==> config.mk <==
export PLATFORM = sky130hd
export DESIGN_NAME = keypad_pin_entry_controller
export DESIGN_NICKNAME = d
export VERILOG_FILES = /design/src/rtl/kpe_pkg.sv /design/src/rtl/keypad_pin_entry_controller.sv /design/src/rtl/kpe_core.sv /design/src/rtl/kpe_emit.sv
export VERILOG_INCLUDE_DIRS = /design/src /design/src/rtl
export SDC_FILE = /design/constraint.sdc
export NUM_CORES = 1
export LEC_CHECK = 0
export ABC_AREA = 1
export BUFFER_PORTS_ARGS = -buffer_cell sky130_fd_sc_hd__buf_4
export CAP_MARGIN = 20
export CORE_ASPECT_RATIO = 2
export CORE_UTILIZATION = 55
export CTS_BUF_LIST = sky130_fd_sc_hd__clkbuf_4
export DETAILED_ROUTE_END_ITERATION = 10
export GPL_ROUTABILITY_DRIVEN = 0
export PLACE_DENSITY = 0.74
export SETUP_SLACK_MARGIN = 0.15
export SLEW_MARGIN = 20
export SYNTH_ARGS = -nofsm -noshare
export SYNTH_HDL_FRONTEND = slang
export SYNTH_SLANG_ARGS = --single-unit
==> constraint.sdc <==
create_clock -name clk_i -period 4.05 [get_ports clk_i]
set_input_delay 0.405 -clock clk_i [delete_from_list [all_inputs] [get_ports clk_i]]
set_output_delay 0.405 -clock clk_i [all_outputs]
set_load 0.005 [all_outputs]
==> src/rtl/keypad_pin_entry_controller_defines.svh <==
// Assertion helpers shared by the keypad PIN entry RTL.
`ifndef KEYPAD_PIN_ENTRY_CONTROLLER_DEFINES_SVH
`define KEYPAD_PIN_ENTRY_CONTROLLER_DEFINES_SVH

// Check a property on every rising clock edge outside reset.
`define KPE_ASSERT(lbl, prop, msg) \
  lbl: assert property (@(posedge clk_i) disable iff (!rst_ni) (prop)) else $error(msg);

// Check that a condition never holds outside reset.
`define KPE_NEVER(lbl, cond, msg) \
  `KPE_ASSERT(lbl, !(cond), msg)

`endif

==> src/rtl/kpe_pkg.sv <==
package kpe_pkg;

  // Key codes
  localparam logic [7:0] KeyZero = 8'h30;
  localparam logic [7:0] KeyNine = 8'h39;
  localparam logic [7:0] KeyStar = 8'h2A;
  localparam logic [7:0] KeyHash = 8'h23;

  localparam int unsigned CfgIdxW  = 2;
  localparam int unsigned CfgDataW = 32;

  typedef enum logic [2:0] {
    CmdKey     = 3'd0,
    CmdTick    = 3'd1,
    CmdConsume = 3'd2,
    CmdClear   = 3'd3,
    CmdCancel  = 3'd4
  } cmd_e;

  typedef enum logic [2:0] {
    EvNone      = 3'd0,
    EvKey       = 3'd1,
    EvFull      = 3'd2,
    EvCleared   = 3'd3,
    EvCancelled = 3'd4,
    EvBadLength = 3'd5,
    EvCompleted = 3'd6,
    EvTimeout   = 3'd7
  } event_e;

  typedef enum logic [CfgIdxW-1:0] {
    CfgEnable    = 2'd0,
    CfgMinLength = 2'd1,
    CfgMaxLength = 2'd2,
    CfgTimeout   = 2'd3
  } cfg_reg_e;

  typedef struct packed {
    logic [2:0] command;
    logic [7:0] key_char;
  } in_word_t;

  typedef struct packed {
    logic [2:0] event_kind;
    logic [7:0] event_key;
    logic [3:0] event_length;
    logic [3:0] entry_length;
    logic       entry_ready;
    logic       timed_out;
    logic [3:0] pin_digit;
    logic       digit_valid;
    logic       last;
  } out_word_t;

  // Status common to every word caused by one item
  typedef struct packed {
    logic [2:0] event_kind;
    logic [7:0] event_key;
    logic [3:0] event_length;
    logic [3:0] entry_length;
    logic       entry_ready;
    logic       timed_out;
  } status_t;

  // What the entry core hands to the output stage for one item
  typedef struct packed {
    status_t status;
    logic    run;
  } job_t;

endpackage

==> src/rtl/keypad_pin_entry_controller.sv <==
// Keypad PIN entry controller. Takes one decoded command word per cycle (key,
// millisecond tick, consume, clear, cancel) while no digit run is pending and
// its output register is empty or its word is being taken, and answers with
// status words through that register, so with no output stall words flow back
// to back. Every command gives one word in the cycle after it is taken, except
// consume of a ready entry, which gives one word per stored digit (1 to
// MAX_DIGITS words, one per cycle unless out_stall_i is high); in_stall_o
// stays high until the final digit of such a run sits in the output register
// and can leave. The config port is always ready and must be written only
// while the block is idle; writing enable as one drops any entry in progress.
module keypad_pin_entry_controller import kpe_pkg::*; #(
  parameter int unsigned MAX_DIGITS = 8
) (
  input  logic                 clk_i,
  input  logic                 rst_ni,
  input  logic                 cfg_valid_i,
  output logic                 cfg_ready_o,
  input  logic [CfgIdxW-1:0]   cfg_index_i,
  input  logic [CfgDataW-1:0]  cfg_data_i,
  input  logic                 in_valid_i,
  output logic                 in_stall_o,
  input  in_word_t             in_word_i,
  output logic                 out_valid_o,
  input  logic                 out_stall_i,
  output out_word_t            out_word_o
);

  localparam int unsigned CntW = $clog2(MAX_DIGITS + 1);

  logic                       accept;
  logic                       free;
  job_t                       job;
  logic [MAX_DIGITS-1:0][3:0] digits;
  logic [CntW-1:0]            count;

  assign cfg_ready_o = 1'b1;
  assign in_stall_o  = !free;
  assign accept      = in_valid_i && free;

  kpe_core #(
    .MAX_DIGITS (MAX_DIGITS),
    .CntW       (CntW)
  ) u_core (
    .clk_i       (clk_i),
    .rst_ni      (rst_ni),
    .cfg_write_i (cfg_valid_i && cfg_ready_o),
    .cfg_index_i (cfg_index_i),
    .cfg_data_i  (cfg_data_i),
    .accept_i    (accept),
    .in_word_i   (in_word_i),
    .job_o       (job),
    .digits_o    (digits),
    .count_o     (count)
  );

  kpe_emit #(
    .MAX_DIGITS (MAX_DIGITS),
    .CntW       (CntW)
  ) u_emit (
    .clk_i       (clk_i),
    .rst_ni      (rst_ni),
    .load_i      (accept),
    .job_i       (job),
    .digits_i    (digits),
    .count_i     (count),
    .free_o      (free),
    .out_valid_o (out_valid_o),
    .out_stall_i (out_stall_i),
    .out_word_o  (out_word_o)
  );

endmodule

==> src/rtl/kpe_core.sv <==
`include "keypad_pin_entry_controller_defines.svh"

module kpe_core import kpe_pkg::*; #(
  parameter int unsigned MAX_DIGITS = 8,
  parameter int unsigned CntW = $clog2(MAX_DIGITS + 1)
) (
  input  logic                        clk_i,
  input  logic                        rst_ni,
  input  logic                        cfg_write_i,
  input  logic [CfgIdxW-1:0]          cfg_index_i,
  input  logic [CfgDataW-1:0]         cfg_data_i,
  input  logic                        accept_i,
  input  in_word_t                    in_word_i,
  output job_t                        job_o,
  output logic [MAX_DIGITS-1:0][3:0]  digits_o,
  output logic [CntW-1:0]             count_o
);

  localparam logic [7:0] MaxD8 = 8'(MAX_DIGITS);

  // Configuration registers
  logic        enable_q;
  logic [3:0]  min_q;
  logic [7:0]  max_q;
  logic [31:0] timeout_q;

  // Entry state
  logic [MAX_DIGITS-1:0][3:0] digits_q, digits_d;
  logic [CntW-1:0]            count_q, count_d;
  logic                       ready_q, ready_d;
  logic                       tflag_q, tflag_d;
  logic [31:0]                idle_q, idle_d;
  logic [2:0]                 rec_kind_q, rec_kind_d;
  logic [7:0]                 rec_key_q, rec_key_d;
  logic [3:0]                 rec_len_q, rec_len_d;

  logic [7:0] eff_max, eff_min;
  logic [7:0] key;
  logic       is_digit;
  logic       run;

  // Clamp the length limits
  always_comb begin
    if (max_q == 8'd0) begin
      eff_max = 8'd1;
    end else if (max_q > MaxD8) begin
      eff_max = MaxD8;
    end else begin
      eff_max = max_q;
    end
    if (min_q == 4'd0) begin
      eff_min = 8'd1;
    end else if (8'(min_q) > eff_max) begin
      eff_min = eff_max;
    end else begin
      eff_min = 8'(min_q);
    end
  end

  assign key      = in_word_i.key_char;
  assign is_digit = (key >= KeyZero) && (key <= KeyNine);

  // Next entry state for the accepted word and for an enable write
  always_comb begin
    digits_d   = digits_q;
    count_d    = count_q;
    ready_d    = ready_q;
    tflag_d    = tflag_q;
    idle_d     = idle_q;
    rec_kind_d = rec_kind_q;
    rec_key_d  = rec_key_q;
    rec_len_d  = rec_len_q;
    run        = 1'b0;

    if (accept_i) begin
      if ((in_word_i.command == CmdConsume) && ready_q) begin
        // Hand the digits to the output stage, then drop the entry
        run      = 1'b1;
        digits_d = '0;
        count_d  = '0;
        ready_d  = 1'b0;
      end else begin
        unique case (in_word_i.command)
          CmdKey: begin
            if (enable_q) begin
              idle_d  = '0;
              tflag_d = 1'b0;
              if (ready_q) begin
                digits_d = '0;
                count_d  = '0;
                ready_d  = 1'b0;
              end
              if (is_digit) begin
                if (8'(count_d) >= eff_max) begin
                  rec_kind_d = EvFull;
                end else begin
                  for (int i = 0; i < MAX_DIGITS; i++) begin
                    if (count_d == CntW'(i)) begin
                      digits_d[i] = 4'(key - KeyZero);
                    end
                  end
                  count_d    = count_d + CntW'(1);
                  rec_kind_d = EvKey;
                end
                rec_key_d = key;
                rec_len_d = 4'(count_d);
              end else if (key == KeyStar) begin
                digits_d   = '0;
                count_d    = '0;
                ready_d    = 1'b0;
                rec_kind_d = EvCleared;
                rec_key_d  = KeyStar;
                rec_len_d  = '0;
              end else if (key == KeyHash) begin
                if ((8'(count_d) < eff_min) || (8'(count_d) > eff_max)) begin
                  digits_d   = '0;
                  count_d    = '0;
                  ready_d    = 1'b0;
                  rec_kind_d = EvBadLength;
                end else begin
                  ready_d    = 1'b1;
                  rec_kind_d = EvCompleted;
                end
                rec_key_d = KeyHash;
                rec_len_d = 4'(count_d);
              end
            end
          end
          CmdTick: begin
            if (enable_q) begin
              idle_d = (idle_q == '1) ? idle_q : idle_q + 32'd1;
              if ((timeout_q != '0) && (count_q != '0) && !ready_q &&
                  (idle_d >= timeout_q)) begin
                digits_d   = '0;
                count_d    = '0;
                ready_d    = 1'b0;
                tflag_d    = 1'b1;
                rec_kind_d = EvTimeout;
                rec_key_d  = '0;
                rec_len_d  = '0;
              end
            end
          end
          CmdClear, CmdCancel: begin
            digits_d   = '0;
            count_d    = '0;
            ready_d    = 1'b0;
            rec_kind_d = (in_word_i.command == CmdClear) ? EvCleared : EvCancelled;
            rec_key_d  = KeyStar;
            rec_len_d  = '0;
          end
          default: begin
          end
        endcase
      end
    end

    // Enabling drops the entry
    if (cfg_write_i && (cfg_index_i == CfgEnable) && cfg_data_i[0]) begin
      digits_d = '0;
      count_d  = '0;
      ready_d  = 1'b0;
    end
  end

  // Status after the item
  assign job_o.run                 = run;
  assign job_o.status.event_kind   = rec_kind_d;
  assign job_o.status.event_key    = rec_key_d;
  assign job_o.status.event_length = rec_len_d;
  assign job_o.status.entry_length = 4'(count_d);
  assign job_o.status.entry_ready  = ready_d;
  assign job_o.status.timed_out    = tflag_d;
  assign digits_o = digits_q;
  assign count_o  = count_q;

  // Write configuration registers
  always_ff @(posedge clk_i or negedge rst_ni) begin
    if (!rst_ni) begin
      enable_q  <= 1'b0;
      min_q     <= 4'd1;
      max_q     <= 8'd8;
      timeout_q <= '0;
    end else if (cfg_write_i) begin
      unique case (cfg_index_i)
        CfgEnable:    enable_q  <= cfg_data_i[0];
        CfgMinLength: min_q     <= cfg_data_i[3:0];
        CfgMaxLength: max_q     <= cfg_data_i[7:0];
        CfgTimeout:   timeout_q <= cfg_data_i;
        default: begin
        end
      endcase
    end
  end

  // Hold entry state
  always_ff @(posedge clk_i or negedge rst_ni) begin
    if (!rst_ni) begin
      digits_q   <= '0;
      count_q    <= '0;
      ready_q    <= 1'b0;
      tflag_q    <= 1'b0;
      idle_q     <= '0;
      rec_kind_q <= EvNone;
      rec_key_q  <= '0;
      rec_len_q  <= '0;
    end else begin
      digits_q   <= digits_d;
      count_q    <= count_d;
      ready_q    <= ready_d;
      tflag_q    <= tflag_d;
      idle_q     <= idle_d;
      rec_kind_q <= rec_kind_d;
      rec_key_q  <= rec_key_d;
      rec_len_q  <= rec_len_d;
    end
  end

  `KPE_ASSERT(a_ready_has_digits, ready_q |-> (count_q != '0), "ready entry with no digits")
  `KPE_NEVER(a_ready_not_timed_out, ready_q && tflag_q, "ready and timed out together")
  `KPE_ASSERT(a_count_bound, 32'(count_q) <= MAX_DIGITS, "digit count beyond store")

endmodule

==> src/rtl/kpe_emit.sv <==
`include "keypad_pin_entry_controller_defines.svh"

module kpe_emit import kpe_pkg::*; #(
  parameter int unsigned MAX_DIGITS = 8,
  parameter int unsigned CntW = $clog2(MAX_DIGITS + 1)
) (
  input  logic                        clk_i,
  input  logic                        rst_ni,
  input  logic                        load_i,
  input  job_t                        job_i,
  input  logic [MAX_DIGITS-1:0][3:0]  digits_i,
  input  logic [CntW-1:0]             count_i,
  output logic                        free_o,
  output logic                        out_valid_o,
  input  logic                        out_stall_i,
  output out_word_t                   out_word_o
);

  logic                       out_valid_q, out_valid_d;
  out_word_t                  out_q, out_d;
  logic [MAX_DIGITS-1:0][3:0] run_q, run_d;
  logic [CntW-1:0]            rem_q, rem_d;
  logic                       taken;

  assign taken  = out_valid_q && !out_stall_i;
  assign free_o = (rem_q == '0) && (!out_valid_q || !out_stall_i);

  // Load a new word, or step through the digit run
  always_comb begin
    out_valid_d = out_valid_q;
    out_d       = out_q;
    run_d       = run_q;
    rem_d       = rem_q;
    if (load_i) begin
      out_valid_d           = 1'b1;
      out_d.event_kind      = job_i.status.event_kind;
      out_d.event_key       = job_i.status.event_key;
      out_d.event_length    = job_i.status.event_length;
      out_d.entry_length    = job_i.status.entry_length;
      out_d.entry_ready     = job_i.status.entry_ready;
      out_d.timed_out       = job_i.status.timed_out;
      if (job_i.run && (count_i != '0)) begin
        out_d.pin_digit   = digits_i[0];
        out_d.digit_valid = 1'b1;
        out_d.last        = (count_i == CntW'(1));
        for (int i = 0; i < MAX_DIGITS - 1; i++) begin
          run_d[i] = digits_i[i+1];
        end
        run_d[MAX_DIGITS-1] = '0;
        rem_d = count_i - CntW'(1);
      end else begin
        out_d.pin_digit   = '0;
        out_d.digit_valid = 1'b0;
        out_d.last        = 1'b1;
        rem_d             = '0;
      end
    end else if (taken) begin
      if (rem_q != '0) begin
        out_d.pin_digit   = run_q[0];
        out_d.digit_valid = 1'b1;
        out_d.last        = (rem_q == CntW'(1));
        for (int i = 0; i < MAX_DIGITS - 1; i++) begin
          run_d[i] = run_q[i+1];
        end
        run_d[MAX_DIGITS-1] = '0;
        rem_d = rem_q - CntW'(1);
      end else begin
        out_valid_d = 1'b0;
      end
    end
  end

  always_ff @(posedge clk_i or negedge rst_ni) begin
    if (!rst_ni) begin
      out_valid_q <= 1'b0;
      rem_q       <= '0;
    end else begin
      out_valid_q <= out_valid_d;
      rem_q       <= rem_d;
    end
  end

  // Payload registers
  always_ff @(posedge clk_i) begin
    out_q <= out_d;
    run_q <= run_d;
  end

  assign out_valid_o = out_valid_q;
  assign out_word_o  = out_q;

  `KPE_ASSERT(a_run_shown, (rem_q != '0) |-> out_valid_q, "pending digits without a word shown")
  `KPE_ASSERT(a_last_closes_run, (out_valid_q && !out_q.last) |-> (rem_q != '0),
              "non-final word with no digits left")
  `KPE_ASSERT(a_status_only_last, (out_valid_q && !out_q.digit_valid) |-> out_q.last,
              "status word not marked last")

endmodule

==> summary.json, run 1 <==
{
  "run_status": {
    "run_status": "completed"
  },
  "synth": {
    "area_share_of_the_largest_cell_type_after_synthesis_pct": 28.8,
    "mean_instance_size_in_the_synthesized_netlist_um2": 7.76,
    "synthCells": 1487,
    "ys_ff_latch": 190,
    "ys.warnings.count": 0,
    "netlist.top_cell.by_area": "sky130_fd_sc_hd__dfrtp_1",
    "netlist_top_cells_count": "sky130_fd_sc_hd__nand2_1, sky130_fd_sc_hd__inv_1, sky130_fd_sc_hd__dfrtp_1, sky130_fd_sc_hd__nor2_1, sky130_fd_sc_hd__a21oi_1",
    "yosys_most_used_dff": "sky130_fd_sc_hd__dfrtp_1",
    "cell_with_the_most_instances_after_synthesis": "sky130_fd_sc_hd__nand2_1",
    "synth_sequential_area_ratio_pct": 43.6,
    "number_of_synthesized_flops_with_an_enable_pin": 55,
    "cell_area_after_synthesis_um2": 11500,
    "synthTopCellsByArea": "sky130_fd_sc_hd__dfrtp_1, sky130_fd_sc_hd__edfxtp_1, sky130_fd_sc_hd__nand2_1",
    "syn_nets": 1590,
    "count_of_unique_library_cells_instantiated_by_yosys": 53,
    "postSynth.asyncResetShare_pct": 71.1
  },
  "worst_setup_path": {
    "crit_arrival_ns": 4.51,
    "worstSetupPathType": "reg -> reg",
    "critPathLaunch": "u_core.idle_q[3]$_DFFE_PN0P_",
    "cp-end-kind": "flop",
    "regToRegSetupSlack_ns": 0.1,
    "cp.required_ns": 4.61,
    "start_kind": "flop",
    "timing.rr.start": "u_core.idle_q[3]$_DFFE_PN0P_",
    "path_max_fanout": 8
  },
  "power_and_ir_drop": {
    "combinationalPowerShare_pct": 48.7,
    "power.leakage_nw": 6.70,
    "power.share.clock_pct": 13.8,
    "internal_power_w": 0.00428,
    "worst_ir_drop_vdd_mv": 0.421,
    "power.density_cell_area_nw_per_um2": 551,
    "pwr-share-seq_pct": 37.5,
    "p_total_w": 0.00747,
    "power.switching_fraction_pct": 42.7,
    "switchingPower_w": 0.00319
  },
  "die": {
    "ios": 80,
    "dieWidth_um": 104,
    "design.core.area_um2": 20500,
    "effective_utilization_at_floorplan_pct": 56.4,
    "die_boundary_height_um": 207,
    "row_count": 74,
    "die_area_um2": 21600
  },
  "clocking": {
    "worst_skew_pair.late_latency_ns": 0.65,
    "clk_root_buf": "sky130_fd_sc_hd__clkbuf_4",
    "clk_pin_slew_ns": 0.16,
    "clock_buffer_count_from_cts": 17,
    "number_of_clock_sinks_seen_by_cts": 190,
    "htree_num_levels": 4,
    "cts.path.max_buffers": 2,
    "cts_tree": "done"
  },
  "sta": {
    "timing.clock.skew_ns": 0.0253,
    "layout_worst_path_cycle_share_pct": 97.6,
    "slew_violations": 0,
    "final_critical_path_required_period_ns": 3.95,
    "setup_repair_after_global_routing_missed_its_margin": "true",
    "timing_worst_slew_pin_value_ns": 0.880,
    "finalHoldViolations": 0,
    "worst_slew_margin_rel_pct": 41.3,
    "timing.hold.ws_ns": 0.0131,
    "max_freq_mhz": 253,
    "finalSetupViolations": 0
  },
  "global_route": {
    "grt_start_max_net_pins": 90,
    "grt_antenna_before_repair": 1,
    "groute.usage.overall_pct": 30.9,
    "via_count_of_the_first_global_routing_pass": 10600,
    "grt-ovfl-total": 0,
    "grt_first_pass_wirelength_um": 51700
  },
  "layout": {
    "area.sequential_um2": 5030,
    "n_fill_cell": 1726,
    "final_layout_size_suffix_gt1_share_pct": 17.0,
    "post_layout_net_count": 1711,
    "area_growth_pct": 17.5,
    "multi_input_comb_area_um2": 5760,
    "layout.core_utilization_pct": 66.3,
    "design_area_um2": 13600
  },
  "route": {
    "wl_per_instance_um": 17.8,
    "vias": 10900,
    "antenna_left": 0,
    "routed_wl_um": 33600,
    "count_of_routing_violations_after_the_opening_detailed_route_iteration": 649,
    "post-route-drc-count": 0,
    "first_pass_iters": 6,
    "avgViaCountPerCell": 5.77
  },
  "min_path": {
    "hold_path.class": "in -> reg",
    "min_from": "cfg_data_i[19]"
  },
  "job": {
    "drv_cap": 0
  },
  "placement": {
    "postPlaceCellArea_um2": 12400,
    "detailedPlacementHpwl_um": 23000,
    "buffer_ports.inserted": 78
  }
}
-- layout by cell type (no fill, tap or decap), types with 22 or more instances in the layout --
master,Yosys,final
sky130_fd_sc_hd__dfrtp_1,133,132
sky130_fd_sc_hd__inv_1,205,196
sky130_fd_sc_hd__ha_1,53,52
sky130_fd_sc_hd__xor2_1,25,23
sky130_fd_sc_hd__buf_4,3,124
sky130_fd_sc_hd__nor2_1,133,125
sky130_fd_sc_hd__nand2_1,320,313
sky130_fd_sc_hd__nor3_1,27,24
sky130_fd_sc_hd__edfxtp_1,55,55
sky130_fd_sc_hd__a21oi_1,126,124
sky130_fd_sc_hd__nand4_1,27,27
sky130_fd_sc_hd__nand3_1,100,95
sky130_fd_sc_hd__o21ai_0,114,96
sky130_fd_sc_hd__dlygate4sd3_1,0,22
-- state kept, by name, indices dropped and copies added, names as in the netlist, 8 cells and up --
register / cells
u_core.digits_o: 32
u_core.idle_q: 32
u_core.max_q: 8
u_core.rec_key_q: 8
u_core.timeout_q: 32
u_emit.out_word_o: 27
u_emit.run_q: 28
-- layout make-up --
class                   count  share of cell area, %
multi-input cells        1036                   42.5
clock inverters            12                  0.895
well taps                 266                   2.45
clock buffers              19                   1.05
inverters                 206                   5.73
flip-flops and latches    190                   37.1
diodes                      1                 0.0185
repair buffers            157                   10.2
-- repair_timing --
action                                  CTS  global route
endpoints found under the hold margin   106             0
pin swaps                                15            25
setup buffers                            19            11
endpoints found under the setup margin   71            62
hold buffers                             22             0
resized for setup                        41            62
gates cloned                              3             4
-- per-layer routing --
metal / track usage [%] / part of all wire [%] / vias up
met5: 0 / 0 / -
met4: 22.2 / 8.0 / 0
met3: 4.62 / 4.8 / 180
met2: 58.9 / 54 / 445
met1: 30.0 / 33 / 5132
li1: - / - / 5135
-- power groups by stage --
| stage | sequential [W] | clock [W] | combinational (W) |
|---|---|---|---|
| global route | 0.00284 | 0.00110 | 0.00403 |
| detailed placement | 0.00282 | 0 | 0.00310 |
| global placement | 0.00281 | 0 | 0.00300 |
| CTS | 0.00279 | 0.00105 | 0.00337 |
| floorplan | 0.00276 | 0 | 0.00230 |
| finish | 0.00280 | 0.00103 | 0.00363 |
-- final timing paths --
| kind | to | cells past startpoint |
|---|---|---|
| worst min-delay path | u_core.timeout_q[19]$_DFFE_PN0P_ | 3 |
| worst max-delay path | u_core.digits_o[19]$_DFFE_PN0P_ | 27 |
| worst min register to register | u_core.max_q[3]$_DFFE_PN1P_ | 2 |
| min in group asynchronous | u_core.max_q[6]$_DFFE_PN0P_ | 2 |
| max in group asynchronous | u_core.timeout_q[24]$_DFFE_PN0P_ | 3 |
| worst max register to register | u_core.digits_o[19]$_DFFE_PN0P_ | 27 |
-- worst max-delay path, cell delays in order, from the launching register on --
cell and delay [ns]:
sky130_fd_sc_hd__dfrtp_1 0.42, sky130_fd_sc_hd__nand2_2 0.11, sky130_fd_sc_hd__nor3_4 0.16, sky130_fd_sc_hd__nand2_2 0.11, sky130_fd_sc_hd__nor2_4 0.12, sky130_fd_sc_hd__nand4_2 0.13
sky130_fd_sc_hd__nor2_2 0.12, sky130_fd_sc_hd__nand3_2 0.14, sky130_fd_sc_hd__nand2_2 0.14, sky130_fd_sc_hd__nor2_4 0.06, sky130_fd_sc_hd__nand2_4 0.09, sky130_fd_sc_hd__nor2_4 0.06
sky130_fd_sc_hd__xor2_2 0.16, sky130_fd_sc_hd__ha_1 0.30, sky130_fd_sc_hd__a21oi_1 0.16, sky130_fd_sc_hd__o21ai_0 0.10, sky130_fd_sc_hd__nand2_1 0.07, sky130_fd_sc_hd__o211ai_1 0.11
sky130_fd_sc_hd__a21oi_2 0.22, sky130_fd_sc_hd__nand3_2 0.13, sky130_fd_sc_hd__nand2_4 0.10, sky130_fd_sc_hd__nand2_4 0.07, sky130_fd_sc_hd__nand2_4 0.12, sky130_fd_sc_hd__a21oi_4 0.07
sky130_fd_sc_hd__buf_6 0.12, sky130_fd_sc_hd__buf_12 0.14, sky130_fd_sc_hd__buf_16 0.14, sky130_fd_sc_hd__o21ai_0 0.20
-- metrics by stage --
stage | setup TNS [ns] | cells | setup slack, ns
final | 0 | 1887 | 0.0963
after global routing | -0.566 | 1887 | -0.101
after CTS | 0 | 1871 | 0.158
after detailed placement | -14.28 | 1796 | -0.342
after global placement | -9.04 | 1796 | -0.238
after floorplan | 0 | 1487 | 0.661
-- cell families after synthesis --
family	after synthesis	synth area share, %
flip-flops	190	43.6
buffers and inverters	262	9.13
AO/OA/AOI/OAI	296	13.7
adder cells (fa/ha/maj)	53	5.75
XOR/XNOR	29	2.46
AND/OR/NAND/NOR	656	25.3
other	1	0.0325
No activity file was read; power rests on OpenSTA's default activity.
==> inputs of run 2 (changes only) <==
Settings changed: CORE_MARGIN set to 1, REMOVE_ABC_BUFFERS set to 1.
==> run 2 against run 1 <==
Effect of this change: clock skew is essentially flat; hold slack better by 0.028 ns; largest power group unchanged; combinational power grew 5%; count of clock-buffer cells in the layout unchanged; via count decreased by 0.82%; final cell count barely moved; sequential cell count unchanged; critical endpoint is now u_core.digits_o[27]$_DFFE_PN0P_; non-clock buffer count rose by 1; highest routed layer unchanged.
==> summary.json, run 2 (synthesized netlist as in run 1, its figures left out) <==
{
  "worst_setup_path": {
    "critPathLaunch": "u_core.idle_q[1]$_DFFE_PN0P_",
    "cp-end-kind": "flop",
    "crit_buf_inv": 6,
    "crit_arrival_ns": 4.55,
    "path_delay_family": "simple AND/OR/NAND/NOR gates",
    "start_kind": "flop",
    "crit_path_top_delay_cell": "sky130_fd_sc_hd__dfrtp_1",
    "crit_path_top_cell_by_count": "sky130_fd_sc_hd__nand2_1",
    "timing.rr.start": "u_core.idle_q[1]$_DFFE_PN0P_",
    "cp_slowest_stage_delay_ns": 0.46,
    "cp.required_ns": 4.56,
    "path_max_fanout": 9,
    "worstSetupPathType": "reg -> reg"
  },
  "die": {
    "die_boundary_height_um": 207,
    "effective_utilization_at_floorplan_pct": 56.4,
    "row_count": 74,
    "dieWidth_um": 104,
    "design.core.area_um2": 20500,
    "die_area_um2": 21600,
    "ios": 80
  },
  "global_route": {
    "global_route.peak_usage_layer": "met2",
    "grt-ovfl-total": 0,
    "via_count_of_the_first_global_routing_pass": 10300,
    "grt_antenna_before_repair": 1,
    "grt_start_max_net_pins": 81,
    "m1_gr_usage_pct": 30.0,
    "fraction_of_met2_tracks_used_by_global_routing_pct": 57.0,
    "groute.usage.overall_pct": 30.0,
    "grt_first_pass_wirelength_um": 50100,
    "grt.met3_usage_pct": 4.55
  },
  "sta": {
    "slew_violations": 0,
    "fin_tns_setup_ns": 0,
    "layout_worst_path_cycle_share_pct": 99.9,
    "finalSetupViolations": 0,
    "finalHoldViolations": 0,
    "worst_slew_margin_rel_pct": 29.5,
    "timing_worst_slew_pin_value_ns": 1.05,
    "timing.hold.ws_ns": 0.0413,
    "setup_repair_after_global_routing_missed_its_margin": "true",
    "timing.clock.skew_ns": 0.0251,
    "max_freq_mhz": 247,
    "final_critical_path_required_period_ns": 4.05
  },
  "clocking": {
    "worst_skew_pair.late_latency_ns": 0.63,
    "cts_tree": "done",
    "htree_num_levels": 4,
    "clock_buffer_count_from_cts": 17,
    "clk_pin_slew_ns": 0.16,
    "clk_root_buf": "sky130_fd_sc_hd__clkbuf_4",
    "cts.path.max_buffers": 2,
    "number_of_clock_sinks_seen_by_cts": 190
  },
  "power_and_ir_drop": {
    "power.switching_fraction_pct": 43.0,
    "pwr-share-seq_pct": 36.7,
    "combinationalPowerShare_pct": 50.0,
    "worst_ir_drop_vdd_mv": 0.422,
    "power.leakage_nw": 6.69,
    "p_total_w": 0.00761,
    "power.share.clock_pct": 13.3,
    "switchingPower_w": 0.00327,
    "internal_power_w": 0.00434,
    "power.density_cell_area_nw_per_um2": 562
  },
  "route": {
    "count_of_routing_violations_after_the_opening_detailed_route_iteration": 778,
    "antenna_left": 0,
    "avgViaCountPerCell": 5.72,
    "post-route-drc-count": 0,
    "wl_per_instance_um": 17.3,
    "vias": 10800,
    "first_pass_iters": 5,
    "routed_wl_um": 32600
  },
  "min_path": {
    "hold_path.class": "in -> reg",
    "min_from": "cfg_data_i[29]"
  },
  "layout": {
    "n_fill_cell": 1703,
    "layout.cells.most_common": "sky130_fd_sc_hd__nand2_1",
    "final_layout_size_suffix_gt1_share_pct": 16.7,
    "area_growth_pct": 17.4,
    "post_layout_net_count": 1711,
    "layout.core_utilization_pct": 66.2,
    "mostFrequentLayoutCells": "sky130_fd_sc_hd__nand2_1, sky130_fd_sc_hd__inv_1, sky130_fd_sc_hd__buf_4"
  },
  "placement": {
    "detailedPlacementHpwl_um": 22700,
    "buffer_ports.inserted": 78
  },
  "job": {
    "drv_cap": 0
  },
  "run_status": {
    "run_status": "completed"
  }
}
-- run 2: cell count changes in the layout (fill, tap and decap cells not counted), moves of 5 or more --
cell,change
sky130_fd_sc_hd__buf_4,+12
sky130_fd_sc_hd__dlygate4sd3_1,-7
sky130_fd_sc_hd__inv_2,-5
sky130_fd_sc_hd__nand3_2,-5
sky130_fd_sc_hd__nand3_4,+5
sky130_fd_sc_hd__o21ai_0,+5
sky130_fd_sc_hd__o21ai_1,+10
sky130_fd_sc_hd__o21ai_2,-15
-- run 2: area by class of cell --
| type | count | area, um^2 | share of cell area, % |
|---|---|---|---|
| antenna | 1 | 2.50 | 0.0185 |
| clock buffer | 19 | 143 | 1.05 |
| clock inverter | 13 | 124 | 0.915 |
| inverter | 206 | 779 | 5.76 |
| multi-input combinational | 1035 | 5820 | 43.0 |
| sequential | 190 | 5030 | 37.2 |
| tap | 266 | 333 | 2.46 |
| timing repair buffer | 158 | 1310 | 9.66 |
-- run 2: power groups by stage --
stage	sequential, W	combinational, W	clock, W
final	0.00279	0.00381	0.00101
after CTS	0.00278	0.00334	0.00103
after detailed placement	0.00282	0.00315	0
after global placement	0.00280	0.00305	0
after floorplan	0.00276	0.00228	0
after global routing	0.00283	0.00421	0.00110
-- run 2: metrics by stage --
stage                     std cells  cell area, um^2  setup WS, ns
after floorplan                1431            11300         0.200
after global placement         1804            12400        -0.213
after detailed placement       1804            12400        -0.235
after CTS                      1871            13200         0.162
after global routing           1888            13500        -0.138
final                          1888            13500       0.00372
-- run 2: repair_timing --
action                     CTS  global route
hold buffers                15             0
pin swaps                   20            25
setup buffers               19            15
hold endpoints to repair    92             0
gates cloned                 1             1
setup endpoints to repair   70            73
resized for setup           34            62
-- run 2: worst paths after layout --
kind                                               endpoint  slack [ns]  cells after the start
setup / recovery            u_core.digits_o[27]$_DFFE_PN0P_       0.004                     25
min in group asynchronous     u_core.idle_q[14]$_DFFE_PN0P_        0.35                      2
max in group asynchronous       u_core.min_q[0]$_DFFE_PN1P_        2.76                      3
hold reg to reg                 u_core.max_q[3]$_DFFE_PN1P_        0.50                      2
hold / removal             u_core.timeout_q[29]$_DFFE_PN0P_        0.04                      3
setup reg to reg            u_core.digits_o[27]$_DFFE_PN0P_       0.004                     25
-- run 2: tightest hold or removal path, stage by stage --
cell,delay [ns]
sky130_fd_sc_hd__buf_4,0.08
sky130_fd_sc_hd__nor2_1,0.03
sky130_fd_sc_hd__a21oi_1,0.11
-- run 2: layer usage --
metal	routed length (um)	vias to the layer above	share of wire (%)
li1	-	5137	-
met1	11100	5103	34
met2	17700	415	54
met3	1730	148	5.3
met4	2180	0	6.7
met5	0	-	0
